`config.mk`:
```
export PLATFORM = sky130hd
export DESIGN_NAME = optimal_bst_cost_table_unit
export DESIGN_NICKNAME = d
export VERILOG_FILES = /design/src/obst_pkg.sv /design/src/optimal_bst_cost_table_unit.sv /design/src/obst_ram.sv
export VERILOG_INCLUDE_DIRS = /design/src /design/src/src
export SDC_FILE = /design/constraint.sdc
export NUM_CORES = 2
export LEC_CHECK = 0
export BUFFER_PORTS_ARGS = -buffer_cell sky130_fd_sc_hd__buf_2
export CAP_MARGIN = 10
export CORE_UTILIZATION = 30
export DETAILED_ROUTE_END_ITERATION = 6
export SLEW_MARGIN = 20
export SYNTH_ARGS = -nofsm -noshare
export SYNTH_HDL_FRONTEND = slang
export SYNTH_SLANG_ARGS = --single-unit
```
`constraint.sdc`:
```
create_clock -name clk -period 10.81 [get_ports clk]
set_input_delay 0 -clock clk [delete_from_list [all_inputs] [get_ports clk]]
set_output_delay 0 -clock clk [all_outputs]
set_load 0.1 [all_outputs]
```
`src/optimal_bst_cost_table_unit_defines.svh`:
```
// Assertion macros for the optimal BST cost table unit.
// Included by modules that carry concurrent checks; depends on nothing.
`ifndef OPTIMAL_BST_COST_TABLE_UNIT_DEFINES_SVH
`define OPTIMAL_BST_COST_TABLE_UNIT_DEFINES_SVH
// Implication check, disabled in reset.
`define OBST_ASSERT_IMP(label, clk, rst_n, ante, cons, msg) \
	label: assert property (@(posedge clk) disable iff (!rst_n) (ante) |-> (cons)) \
		else $error(msg);
// Next-cycle implication check, disabled in reset.
`define OBST_ASSERT_NXT(label, clk, rst_n, ante, cons, msg) \
	label: assert property (@(posedge clk) disable iff (!rst_n) (ante) |=> (cons)) \
		else $error(msg);
`endif

```
`src/obst_pkg.sv`:
```
// Package for the optimal BST cost table unit: sizes, payload structs, states, saturating add.
// Depends on nothing.
`default_nettype none
package obst_pkg;
	localparam int unsigned MaxKeysDef    = 8;
	localparam int unsigned WeightBitsDef = 8;
	localparam int unsigned CostBits      = 16;
	localparam logic [CostBits-1:0] CostMax = 16'hFFFF;

	typedef struct packed {
		logic [7:0] key_weight;
		logic [7:0] miss_weight;
		logic       final_pair;
	} obst_in_t;

	typedef struct packed {
		logic [3:0]  row_start;
		logic [3:0]  col_end;
		logic [15:0] expected_cost;
		logic [3:0]  best_root;
		logic        overflowed;
		logic        last_entry;
	} obst_out_t;

	typedef enum logic [8:0] {
		ST_LOAD  = 9'b000000001,
		ST_INIT  = 9'b000000010,
		ST_WGT   = 9'b000000100,
		ST_RDA   = 9'b000001000,
		ST_RDB   = 9'b000010000,
		ST_ACC   = 9'b000100000,
		ST_WRC   = 9'b001000000,
		ST_EMIT  = 9'b010000000,
		ST_EMITW = 9'b100000000
	} obst_state_t;

	function automatic logic [CostBits-1:0] sat_add(input logic [CostBits-1:0] a,
			input logic [CostBits-1:0] b);
		logic [CostBits:0] s;
		s = {1'b0, a} + {1'b0, b};
		return s[CostBits] ? CostMax : s[CostBits-1:0];
	endfunction
endpackage
`default_nettype wire

```
`src/optimal_bst_cost_table_unit.sv`:
```
// Top level of the optimal BST cost table unit: loader, sequencer, shared adder.
// Depends on obst_pkg, obst_ram and the assertion macro header.
//
//   channel  | dir | handshake          | payload
//   ---------+-----+--------------------+------------
//   in       | in  | in_valid/in_ready  | obst_in_t
//   out      | out | out_valid/out_ready| obst_out_t
//
// A non-final pair is stored and counted. A final pair starts the table build; one
// saturating adder serves the weight sums and cost writes. Seeding the diagonal
// writes one cell per row (n+1). Each cell then reads and adds its weight (WGT),
// makes two RAM reads and an add and compare per candidate root (RDA, RDB, ACC)
// and one write (WRC), paced by the single RAM read port. Emission reads, then
// offers, each cell (EMIT, EMITW). in_ready is low from the final pair until the
// last cell has been taken; a stalled out_ready holds the sequencer.
// Reset clears control state only; the tables need no clearing.
`default_nettype none
`include "optimal_bst_cost_table_unit_defines.svh"
module optimal_bst_cost_table_unit
	import obst_pkg::*;
#(
	parameter int unsigned MAX_KEYS    = MaxKeysDef,
	parameter int unsigned WEIGHT_BITS = WeightBitsDef
) (
	input  wire logic      clk,
	input  wire logic      arst_n,
	input  wire logic      in_valid,
	output logic           in_ready,
	input  wire obst_in_t  in_data,
	output logic           out_valid,
	input  wire logic      out_ready,
	output obst_out_t      out_data
);
	localparam int unsigned Dim   = MAX_KEYS + 1;
	localparam int unsigned Cells = Dim * Dim;
	localparam int unsigned AW    = $clog2(Cells);
	localparam int unsigned KW    = $clog2(Dim + 1);

	obst_state_t state_q;
	logic [KW-1:0] cnt_q, n_q, i_q, j_q, r_q, len_q;
	logic          ovf_q;
	logic [7:0]    hit_q [Dim];
	logic [7:0]    miss_q [Dim];
	logic [CostBits-1:0] acc_q, best_q, wcell_q;
	logic [3:0]    broot_q;
	logic          have_q;
	logic          tmp_q;
	logic          in_acc, out_acc;

	// table RAMs
	logic               we;
	logic [AW-1:0]      waddr, raddr;
	logic [CostBits-1:0] c_wd, c_rd, w_wd, w_rd;
	logic [3:0]         r_wd, r_rd;

	obst_ram #(.Width(CostBits), .Depth(Cells)) u_cost (
		.clk, .we, .waddr, .wdata(c_wd), .raddr, .rdata(c_rd));
	obst_ram #(.Width(CostBits), .Depth(Cells)) u_wgt (
		.clk, .we, .waddr, .wdata(w_wd), .raddr, .rdata(w_rd));
	obst_ram #(.Width(4), .Depth(Cells)) u_root (
		.clk, .we, .waddr, .wdata(r_wd), .raddr, .rdata(r_rd));

	function automatic logic [AW-1:0] cell_addr(input logic [KW-1:0] i, input logic [KW-1:0] j);
		logic [AW+KW:0] a;
		a = ({{(AW+1){1'b0}}, i} - 1'b1) * (AW+KW+1)'(Dim) + {{(AW+1){1'b0}}, j};
		return a[AW-1:0];
	endfunction

	assign in_acc  = in_valid && in_ready;
	assign out_acc = out_valid && out_ready;
	assign in_ready  = (state_q == ST_LOAD);
	assign out_valid = (state_q == ST_EMITW);

	logic [KW-1:0] jj;
	assign jj = i_q + len_q - 1'b1;

	// shared adder input selection
	logic [CostBits-1:0] add_a, add_b, add_s;
	always_comb begin
		add_a = acc_q;
		add_b = c_rd;
		if (state_q == ST_WGT) begin
			add_a = w_rd;
			add_b = CostBits'({8'd0, hit_q[jj[KW-1:0]]}) + CostBits'({8'd0, miss_q[jj]});
		end else if (state_q == ST_WRC) begin
			add_a = best_q;
			add_b = wcell_q;
		end
	end
	assign add_s = sat_add(add_a, add_b);

	// RAM address and write control
	always_comb begin
		we    = 1'b0;
		waddr = cell_addr(i_q, j_q);
		c_wd  = add_s;
		w_wd  = wcell_q;
		r_wd  = broot_q;
		raddr = cell_addr(i_q, jj - 1'b1);
		unique case (state_q)
			ST_INIT: begin
				we    = 1'b1;
				waddr = cell_addr(i_q, i_q - 1'b1);
				c_wd  = CostBits'(miss_q[i_q - 1'b1]);
				w_wd  = CostBits'(miss_q[i_q - 1'b1]);
				r_wd  = '0;
			end
			ST_RDA:  raddr = cell_addr(i_q, r_q - 1'b1);
			ST_RDB:  raddr = cell_addr(r_q + 1'b1, jj);
			ST_WRC: begin
				we    = 1'b1;
				waddr = cell_addr(i_q, jj);
			end
			ST_EMIT, ST_EMITW: raddr = cell_addr(i_q, j_q);
			default: ;
		endcase
	end

	logic [7:0] kw_m, mw_m;
	assign kw_m = in_data.key_weight  & 8'((1 << WEIGHT_BITS) - 1);
	assign mw_m = in_data.miss_weight & 8'((1 << WEIGHT_BITS) - 1);

	always_ff @(posedge clk) begin
		if (in_acc && cnt_q < KW'(Dim)) begin
			hit_q[cnt_q[KW-1:0]]  <= kw_m;
			miss_q[cnt_q[KW-1:0]] <= mw_m;
		end
	end

	always_ff @(posedge clk or negedge arst_n) begin
		if (!arst_n) begin
			state_q <= ST_LOAD;
			cnt_q   <= '0;
			ovf_q   <= 1'b0;
			n_q     <= '0;
			i_q     <= '0;
			j_q     <= '0;
			r_q     <= '0;
			len_q   <= '0;
			acc_q   <= '0;
			best_q  <= '0;
			wcell_q <= '0;
			broot_q <= '0;
			have_q  <= 1'b0;
			tmp_q   <= 1'b0;
		end else begin
			unique case (state_q)
				ST_LOAD: begin
					if (in_acc) begin
						logic [KW-1:0] held;
						held = (cnt_q < KW'(Dim)) ? cnt_q + 1'b1 : cnt_q;
						if (cnt_q >= KW'(Dim)) ovf_q <= 1'b1;
						if (in_data.final_pair) begin
							// no keys: drop and restart with the count still at zero
							if (held != KW'(1)) begin
								n_q     <= held - 1'b1;
								i_q     <= KW'(1);
								state_q <= ST_INIT;
							end
						end else if (cnt_q < KW'(Dim)) begin
							cnt_q <= held;
						end
					end
				end
				ST_INIT: begin
					// seed the diagonal, rows 1..n+1
					if (i_q == n_q + 1'b1) begin
						len_q   <= KW'(1);
						i_q     <= KW'(1);
						state_q <= ST_WGT;
					end else begin
						i_q <= i_q + 1'b1;
					end
				end
				ST_WGT: begin
					// w_rd was read last cycle at (i, j-1); allow read latency
					if (tmp_q) begin
						wcell_q <= add_s;
						r_q     <= i_q;
						have_q  <= 1'b0;
						tmp_q   <= 1'b0;
						state_q <= ST_RDA;
					end else begin
						tmp_q <= 1'b1;
					end
				end
				ST_RDA: begin
					state_q <= ST_RDB;
				end
				ST_RDB: begin
					acc_q   <= c_rd;
					state_q <= ST_ACC;
				end
				ST_ACC: begin
					// c_rd now holds e(r+1,j); add_s = e(i,r-1) + e(r+1,j) (unsaturated compare)
					logic [CostBits:0] s;
					s = {1'b0, acc_q} + {1'b0, c_rd};
					if (!have_q || s < {1'b0, best_q} || (best_q == CostMax && !s[CostBits] &&
							s[CostBits-1:0] < CostMax)) begin
						best_q  <= s[CostBits] ? CostMax : s[CostBits-1:0];
						broot_q <= 4'(r_q);
						have_q  <= 1'b1;
					end
					if (r_q == jj) state_q <= ST_WRC;
					else begin
						r_q     <= r_q + 1'b1;
						state_q <= ST_RDA;
					end
				end
				ST_WRC: begin
					// advance cell
					if (jj == n_q) begin
						if (len_q == n_q) begin
							i_q     <= KW'(1);
							j_q     <= '0;
							state_q <= ST_EMIT;
						end else begin
							len_q   <= len_q + 1'b1;
							i_q     <= KW'(1);
							state_q <= ST_WGT;
						end
					end else begin
						i_q     <= i_q + 1'b1;
						state_q <= ST_WGT;
					end
				end
				ST_EMIT: begin
					state_q <= ST_EMITW;
				end
				ST_EMITW: begin
					if (out_acc) begin
						if (j_q == n_q) begin
							if (i_q == n_q) begin
								cnt_q   <= '0;
								ovf_q   <= 1'b0;
								state_q <= ST_LOAD;
							end else begin
								i_q     <= i_q + 1'b1;
								j_q     <= i_q;
								state_q <= ST_EMIT;
							end
						end else begin
							j_q     <= j_q + 1'b1;
							state_q <= ST_EMIT;
						end
					end
				end
				default: state_q <= ST_LOAD;
			endcase
		end
	end

	// saturated sums: if best is already saturated, ties stay with the smaller root
	always_comb begin
		out_data.row_start     = 4'(i_q);
		out_data.col_end       = 4'(j_q);
		out_data.expected_cost = c_rd;
		out_data.best_root     = r_rd;
		out_data.overflowed    = ovf_q;
		out_data.last_entry    = (i_q == n_q) && (j_q == n_q);
	end

	`OBST_ASSERT_IMP(a_no_in_busy, clk, arst_n, state_q != ST_LOAD, !in_ready, "input taken while busy")
	`OBST_ASSERT_IMP(a_cnt_cap, clk, arst_n, 1'b1, cnt_q <= KW'(Dim), "pair count beyond capacity")
	`OBST_ASSERT_NXT(a_out_hold, clk, arst_n, out_valid && !out_ready, out_valid && $stable(out_data), "result changed while stalled")
	`OBST_ASSERT_IMP(a_root_range, clk, arst_n, out_valid && out_data.col_end >= out_data.row_start, out_data.best_root >= out_data.row_start && out_data.best_root <= out_data.col_end, "root outside subrange")
endmodule
`default_nettype wire

```
`src/obst_ram.sv`:
```
// Generic single-port-write, one-read RAM with registered read data.
// Depends on nothing.
`default_nettype none
module obst_ram #(
	parameter int unsigned Width = 16,
	parameter int unsigned Depth = 81
) (
	input  wire logic                     clk,
	input  wire logic                     we,
	input  wire logic [$clog2(Depth)-1:0] waddr,
	input  wire logic [Width-1:0]         wdata,
	input  wire logic [$clog2(Depth)-1:0] raddr,
	output logic      [Width-1:0]         rdata
);
	logic [Width-1:0] mem_q [Depth];

	always_ff @(posedge clk) begin
		if (we) begin
			mem_q[waddr] <= wdata;
		end
		rdata <= mem_q[raddr];
	end
endmodule
`default_nettype wire
```
# ---- Word level (Yosys, flattened, before mapping)
# Memories as Yosys holds them, arrays and structs flattened. A register that Yosys moved wholly into a read port is not among the register bits.
# Cells that the tools add are included.
dict set report totals {
  reg_bits 88
  ram_bits 3060
  memories 5
}
dict set report op_classes {
  n_addsub 23
  multipliers 2
  order_cmp 4
  n_eq_ne 35
  muxes 68
  n_reduce_logical 28
}
# name depth width rd rd_clocked_by_memory_dff write_ports line
set memory_table {}
lappend memory_table {u_cost.mem_q 81 16 1 1 1 obst_ram.sv:15} ;# logic [Width-1:0] mem_q [Depth];
lappend memory_table {u_wgt.mem_q 81 16 1 1 1 obst_ram.sv:15}
lappend memory_table {u_root.mem_q 81 4 1 1 1 obst_ram.sv:15}
lappend memory_table {hit_q 9 8 1 0 1 optimal_bst_cost_table_unit.sv:42} ;# logic [7:0] hit_q [Dim];
lappend memory_table {miss_q 9 8 2 0 1 optimal_bst_cost_table_unit.sv:43} ;# logic [7:0] miss_q [Dim];
# cell n
set ops {}
lappend ops {{16-bit 2-to-1 mux} 8}
lappend ops {{4-bit 2-to-1 mux} 26}
lappend ops {{9-bit one-hot mux with 9 select lines} 1}
lappend ops {{9-bit 2-to-1 mux} 8}
lappend ops {{16-bit by 16-bit adder with 17-bit output} 2}
lappend ops {{4-bit one-hot mux with 2 select lines} 4}
lappend ops {{7-bit by 4-bit adder with 7-bit output} 4}
lappend ops {{4-bit by 1-bit adder with 4-bit output (second input constant)} 6}
lappend ops {{4-bit equality test} 6}
lappend ops {{7-bit one-hot mux with 3 select lines} 1}
lappend ops {{2-bit by 1-bit inequality test with 1-bit output (second input constant)} 10}
lappend ops {{4-bit by 1-bit subtractor with 4-bit output (second input constant)} 5}
lappend ops {{17-bit by 16-bit < comparator with 1-bit output} 1}
lappend ops {{16-bit equality test (second input constant)} 1}
lappend ops {{16-bit < comparator (second input constant)} 1}
lappend ops {{8-bit 2-to-1 mux} 2}
lappend ops {{4-bit one-hot mux with 4 select lines} 1}
lappend ops {{7-bit by 5-bit adder with 7-bit output} 2}
lappend ops {{5-bit by 5-bit multiplier with 7-bit output (second input constant)} 2}
lappend ops {{2-bit inequality test (second input constant)} 7}
lappend ops {{7-bit one-hot mux with 2 select lines} 1}
lappend ops {{7-bit AND reduction} 2}
lappend ops {{1-bit 2-to-1 mux} 13}
lappend ops {{6-bit AND reduction} 2}
lappend ops {{28 further kinds} 44}

# ---- Logic depth before layout (Yosys ltp)
# An unclocked memory read counts as a cell.
dict set report depth {
  word_depth 8
  ltp_mapped 36
  mapped_depth_nobuf 31
}

# ---- Modules after synthesis
# From an unflattened synthesis, not the netlist that was laid out.
dict set report hier_totals {
  hier_cells 6452
  hier_area_um2 127956.5
}
# module n_inst cells_each area_per_inst_um2
set modules_own_cells {}
lappend modules_own_cells {{obst_ram (u_cost ...)} 2 2166 49980.4}
lappend modules_own_cells {optimal_bst_cost_table_unit 1 1431 14818.0}
lappend modules_own_cells {{obst_ram (u_root)} 1 689 13177.6}

# ---- Worst setup path after synthesis
# Ideal clock, no wire load.
dict set report synth_timing {
  path_kind {register -> register}
  from {register i_q[0]}
  to {memory u_cost.mem_q[0][0], data pin}
  setup_ps 640
  arrival_ps 9539
  t_required_ps 10170
  setup_slack_ps 631
  stages_incl_launch_ff 36
  path_buffers 5
  period_less_slack_ps 10179
  cell_sequence {dfrtp_1 > clkbuf_1 > clkbuf_1 > inv_1 > ha_1 > inv_1 > ha_1 > inv_1 > fa_1 > xnor2_1 > xnor2_1 > clkbuf_1 > nand2_1 > o21ai_0 > ha_1 > inv_1 > fa_1 > inv_1 > a21oi_1 > o21bai_1 > a21oi_1 > o21bai_1 > xor2_1 > nor2_1 > a31oi_1 > ha_1 > o21a_1 > o21a_1 > a41o_1 > o41ai_1 > o21ai_0 > a31o_2 > clkbuf_1 > clkbuf_1 > nor3_1 > a21oi_1}
}
dict set report synth_via {
  elab_chain_len 8
  elab_cells_between_ends 10
  classes_between {add/sub (5); mux (3); memory (2)}
}
# item line
set synth_lines {}
lappend synth_lines {{start: declaration} optimal_bst_cost_table_unit.sv:40} ;# logic [KW-1:0] cnt_q, n_q, i_q, j_q, r_q, len_q;
lappend synth_lines {{start signal: assignment} optimal_bst_cost_table_unit.sv:172} ;# i_q <= i_q + 1'b1;
lappend synth_lines {{start signal: assignment} optimal_bst_cost_table_unit.sv:223} ;# i_q <= i_q + 1'b1;
lappend synth_lines {{start signal: assignment} optimal_bst_cost_table_unit.sv:238} ;# i_q <= i_q + 1'b1;
lappend synth_lines {{4-bit adder} optimal_bst_cost_table_unit.sv:75} ;# assign jj = i_q + len_q - 1'b1;
lappend synth_lines {{4-bit by 1-bit subtractor with 4-bit output} optimal_bst_cost_table_unit.sv:75}
lappend synth_lines {{memory 9 x 8 bit (on tied branches)} -}
lappend synth_lines {{8-bit by 8-bit adder with 9-bit output} optimal_bst_cost_table_unit.sv:84} ;# add_b = CostBits'({8'd0, hit_q[jj[KW-1:0]]}) + CostBits'({8'd0, miss_q[jj]});
lappend synth_lines {{16-bit 2-to-1 mux} optimal_bst_cost_table_unit.sv:82} ;# if (state_q == ST_WGT) begin
lappend synth_lines {{16-bit by 16-bit adder with 17-bit output} obst_pkg.sv:40} ;# s = {1'b0, a} + {1'b0, b};
lappend synth_lines {{16-bit 2-to-1 mux} obst_pkg.sv:41} ;# return s[CostBits] ? CostMax : s[CostBits-1:0];
lappend synth_lines {{16-bit 2-to-1 mux *} optimal_bst_cost_table_unit.sv:100} ;# unique case (state_q)
lappend synth_lines {{named net c_wd[0]} optimal_bst_cost_table_unit.sv:53} ;# logic [CostBits-1:0] c_wd, c_rd, w_wd, w_rd;
lappend synth_lines {{end: declaration} obst_ram.sv:15}
# Mark *: on every way through the listed nets, which the timed path passes. The rest lies on a longest branch.

# ---- Worst setup path after layout
dict set report layout_timing {
  from {register i_q[1]}
  to {memory u_cost.mem_q[46][4], data pin}
}
# The elaborated chain is that of the path after synthesis.

==> metrics.md <==
| Metric | Value |
|---|---|
| Slew HR | `0.178` |
| Initial Util | `0.301` |
| Drt via density | `5.51` |
| Most used flip-flop cell after synthesis | `sky130_fd_sc_hd__edfxtp_1` |
| Post-Route Hold Slack | `0.0410 ns` |
| RSZ-0062 raised after global routing | `no` |
| Worst Hold Launch | `in_data[9]` |
| Wire length of the first global-routing pass | `625,000 um` |
| Via count of the first global-routing pass | `81,900` |
| Clock tree skew after final layout | `0.112 ns` |
| Via total after detailed routing | `88,600` |
| Setup slack on the worst flop-to-flop path | `2.27 ns` |
| Gates resized, CTS repair | `0` |
| Post-Synthesis Net Count | `10,200` |
| Root buffer cell | `sky130_fd_sc_hd__clkbuf_16` |
| Final-report setup violation count | `0` |
| Layout Area Growth over Synthesis | `14.2%` |
| Crit path max-delay family | `compound AO/OA/AOI/OAI gates` |
| Number of max-capacitance violations reported | `0` |
| Number of setup buffers added after CTS | `0` |
| Final TNS setup | `0 ns` |
| Worst setup startpoint | `i_q[1]$_DFFE_PN0P_` |
| Async SR Flop Fraction | `0.0276` |
| Avg Cell Area, Syn | `roughly 13 sq um` |
| All-layer global routing usage | `0.194` |
| Clock transition at the registers of the reported paths | `0.06 ns` |
| Number of gates on the worst path with buffers counted | `33` |
| Commonest non-fill, non-tap cell in the layout | `sky130_fd_sc_hd__edfxtp_1` |
| Share of cells above drive strength 1 | `0.102` |
| Most frequent cells in the layout | `3,060 x sky130_fd_sc_hd__edfxtp_1, 2,569 x sky130_fd_sc_hd__nand2_1, 886 x sky130_fd_sc_hd__nand3_1` |
| Crit-path max cell delay | `0.57 ns` |
| CP startpoint kind | `flop` |
| Clock insertion delay at the later pin of the skew report | `0.93 ns` |
| TritonCTS clock tree | `done` |
| Post-synthesis instance area | `132,000 sq um` |
| Failing checks | `design-rule violations` |
| Die boundary height | `665 um` |
| Standard cell with the maximum stage delay on the critical path | `sky130_fd_sc_hd__dfrtp_1` |
| Count of buffers inserted at the top-level ports | `between 50 and 60` |
| Number of endpoints with negative hold slack in the final report | `0` |
| Die area | `443,000 sq um` |
| Number of detailed-routing iterations run before antenna repair | `7` |
| Clk sinks | `3,184` |
| CP dominant cell by count | `sky130_fd_sc_hd__inv_1` |
| Buf/Inv on CP | `8` |
| Number of I/O pins | `53` |
| Final Cycle Share | `0.790` |
| Arr. time, crit path | `approximately 9 ns` |
| CTS buffer count | `332` |
| Final GP Congestion | `0.919` |
| Nets | `10,200` |
| Clock buffer depth | `4` |
| Synth Warn # | `0` |
| Pin count of the biggest net entering global routing | `around 150` |
| DP HPWL | `252,000 um` |
| Leftover overflow at the end of global routing | `0` |
| Outcome | `complete, but fails checks` |
| Width of the chip | `665 um` |
| Number of stages on the worst hold path | `2` |
| Sequential share of the synthesized area | `0.718` |
| Kind of critical path | `reg -> reg` |
| Final WL | `approximately 450,000 um` |
| Number of routed nets with antenna violations | `0` |
| Actual slew at the worst max-slew pin | `approximately 1.2 ns` |
| Floorplan row count | `243` |
| Unique cell type count in the Yosys netlist | `98` |
| Slew Limit Fails | `0` |
| Nature of the critical path endpoint | `flop` |
| Hold Path Sink | `hit_q[2][0]$_DFFE_PP_` |
| Average routed wire per standard cell | `27.8 um` |
| Critical Path Fanout Max | `81` |
| Count of H-tree levels built during CTS | `5` |
| Final min period | `8.54 ns` |
| First DRT Iteration DRCs | `13,900` |
| Number of antenna violations at the first check in global routing | `39` |
| Area inside the core boundary | `about 440,000 sq um` |
| Max Freq | `0.117 GHz` |
| DRC errors left | `5` |
| Gate count after technology mapping | `10,000` |
| Crit Reg-Reg Startpoint | `i_q[1]$_DFFE_PN0P_` |
| HP Class | `in -> reg` |
| Data required time of the critical path | `11.25 ns` |
| Worst Reg-to-Reg Cells | `33` |
| Endpoint of the lowest-slack register-to-register path | `u_cost.mem_q[46][4]$_DFFE_PP_` |
| Number of register bits inferred by synthesis | `3,184` |
| Number of enable flip-flop cells after synthesis | `between 3,000 and 4,000` |
sequential cells by signal, summed over array words and instances (netlist names), 9 cells and up:
| name | flops |
|---|---|
| u_cost.rdata | 16 |
| best_q | 16 |
| state_q | 9 |
| hit_q | 72 |
| acc_q | 16 |
| miss_q | 72 |
| u_wgt.rdata | 16 |
| u_wgt.mem_q | 1296 |
| wcell_q | 16 |
| u_cost.mem_q | 1296 |
| u_root.mem_q | 324 |
routing by layer:
layer / vias to the layer above / routed length, um / GRT usage
met5: - / 310 / 0.00315
met4: 18 / 24000 / 0.0912
met3: 950 / 52500 / 0.0476
met2: 5467 / 197000 / 0.293
met1: 44500 / 174000 / 0.260
li1: 37700 / - / -
timing repair:
| item | CTS | global route |
|---|---|---|
| setup endpoints to repair | 0 | 0 |
| hold buffers | 28 | 0 |
| endpoints found under the hold margin | 269 | 0 |
layout make-up:
| type | count | area [sq um] |
|---|---|---|
| fill | 42100 | 287000 |
| sequential | 3184 | 94800 |
| multi-input combinational | 6092 | 34900 |
| clock buffer | 412 | 8790 |
| tap | 5757 | 7200 |
| timing repair buffer | 376 | 3170 |
| clock inverter | 180 | 1470 |
| inverter | 83 | 312 |
| antenna | 9 | 22.5 |
synth_stat cells (35+ instances only):
master / count / area [sq um]
sky130_fd_sc_hd__mux4_2: 52 / 1170
sky130_fd_sc_hd__o21ai_0: 109 / 546
sky130_fd_sc_hd__ha_1: 105 / 1310
sky130_fd_sc_hd__mux2i_1: 201 / 2010
sky130_fd_sc_hd__dfrtp_1: 87 / 2180
sky130_fd_sc_hd__buf_2: 275 / 1380
sky130_fd_sc_hd__a31oi_1: 228 / 1430
sky130_fd_sc_hd__nor2_1: 250 / 938
sky130_fd_sc_hd__nor3_1: 78 / 390
sky130_fd_sc_hd__inv_1: 79 / 297
sky130_fd_sc_hd__o22ai_1: 68 / 425
sky130_fd_sc_hd__a32oi_1: 95 / 832
sky130_fd_sc_hd__a21o_1: 35 / 263
sky130_fd_sc_hd__buf_1: 64 / 240
sky130_fd_sc_hd__nand3_1: 888 / 4440
sky130_fd_sc_hd__nand2_1: 2572 / 9650
sky130_fd_sc_hd__clkbuf_1: 273 / 1020
sky130_fd_sc_hd__a21oi_1: 265 / 1330
sky130_fd_sc_hd__edfxtp_1: 3060 / 91900
sky130_fd_sc_hd__buf_4: 53 / 398
sky130_fd_sc_hd__a221oi_1: 116 / 1020
sky130_fd_sc_hd__xnor2_1: 54 / 473
sky130_fd_sc_hd__nand4_1: 57 / 357
sky130_fd_sc_hd__a311oi_1: 131 / 1150
sky130_fd_sc_hd__dfxtp_1: 36 / 721
sky130_fd_sc_hd__and3_1: 286 / 1790
metrics by stage:
stage | util | cell area, sq um | worst slack, ns | cells
final | 0.344 | 151000 | 2.27 | 16100
after global routing | 0.344 | 151000 | 1.80 | 16100
after CTS | 0.344 | 151000 | 1.99 | 16100
after detailed placement | 0.320 | 140000 | 2.06 | 15500
after global placement | 0.320 | 140000 | 2.03 | 15500
after floorplan | - | 132000 | 0.631 | 10000
worst max-delay path by stage:
stage / end / slack, ns
2_1_floorplan: u_cost.mem_q[0][0]$_DFFE_PP_ / 0.63
3_5_place_dp: u_cost.mem_q[46][15]$_DFFE_PP_ / 2.06
4_1_cts: u_cost.mem_q[46][15]$_DFFE_PP_ / 1.99
3_3_place_gp: u_cost.mem_q[46][15]$_DFFE_PP_ / 2.03
6_report: u_cost.mem_q[46][4]$_DFFE_PP_ / 2.27
5_1_grt: u_cost.mem_q[37][15]$_DFFE_PP_ / 1.80
cells by family (layout without fill, tap and decap cells):
kind of cell               count (synthesis)  count (layout)  share of synthesized area
xor gates and xnor gates                  84              84                    0.00574
AOI/OAI and AO/OA                       1310            1310                     0.0695
adders and majority gates                115             115                     0.0115
other                                      0               9                          0
DFF                                     3184            3184                      0.718
buffers and inverters                    757            1051                     0.0262
and+or+nand+nor                         4318            4318                      0.143
muxes                                    265             265                     0.0251
Power is not shown: default switching activity piles up to over one toggle a cycle in this logic, so the estimate is an artifact.
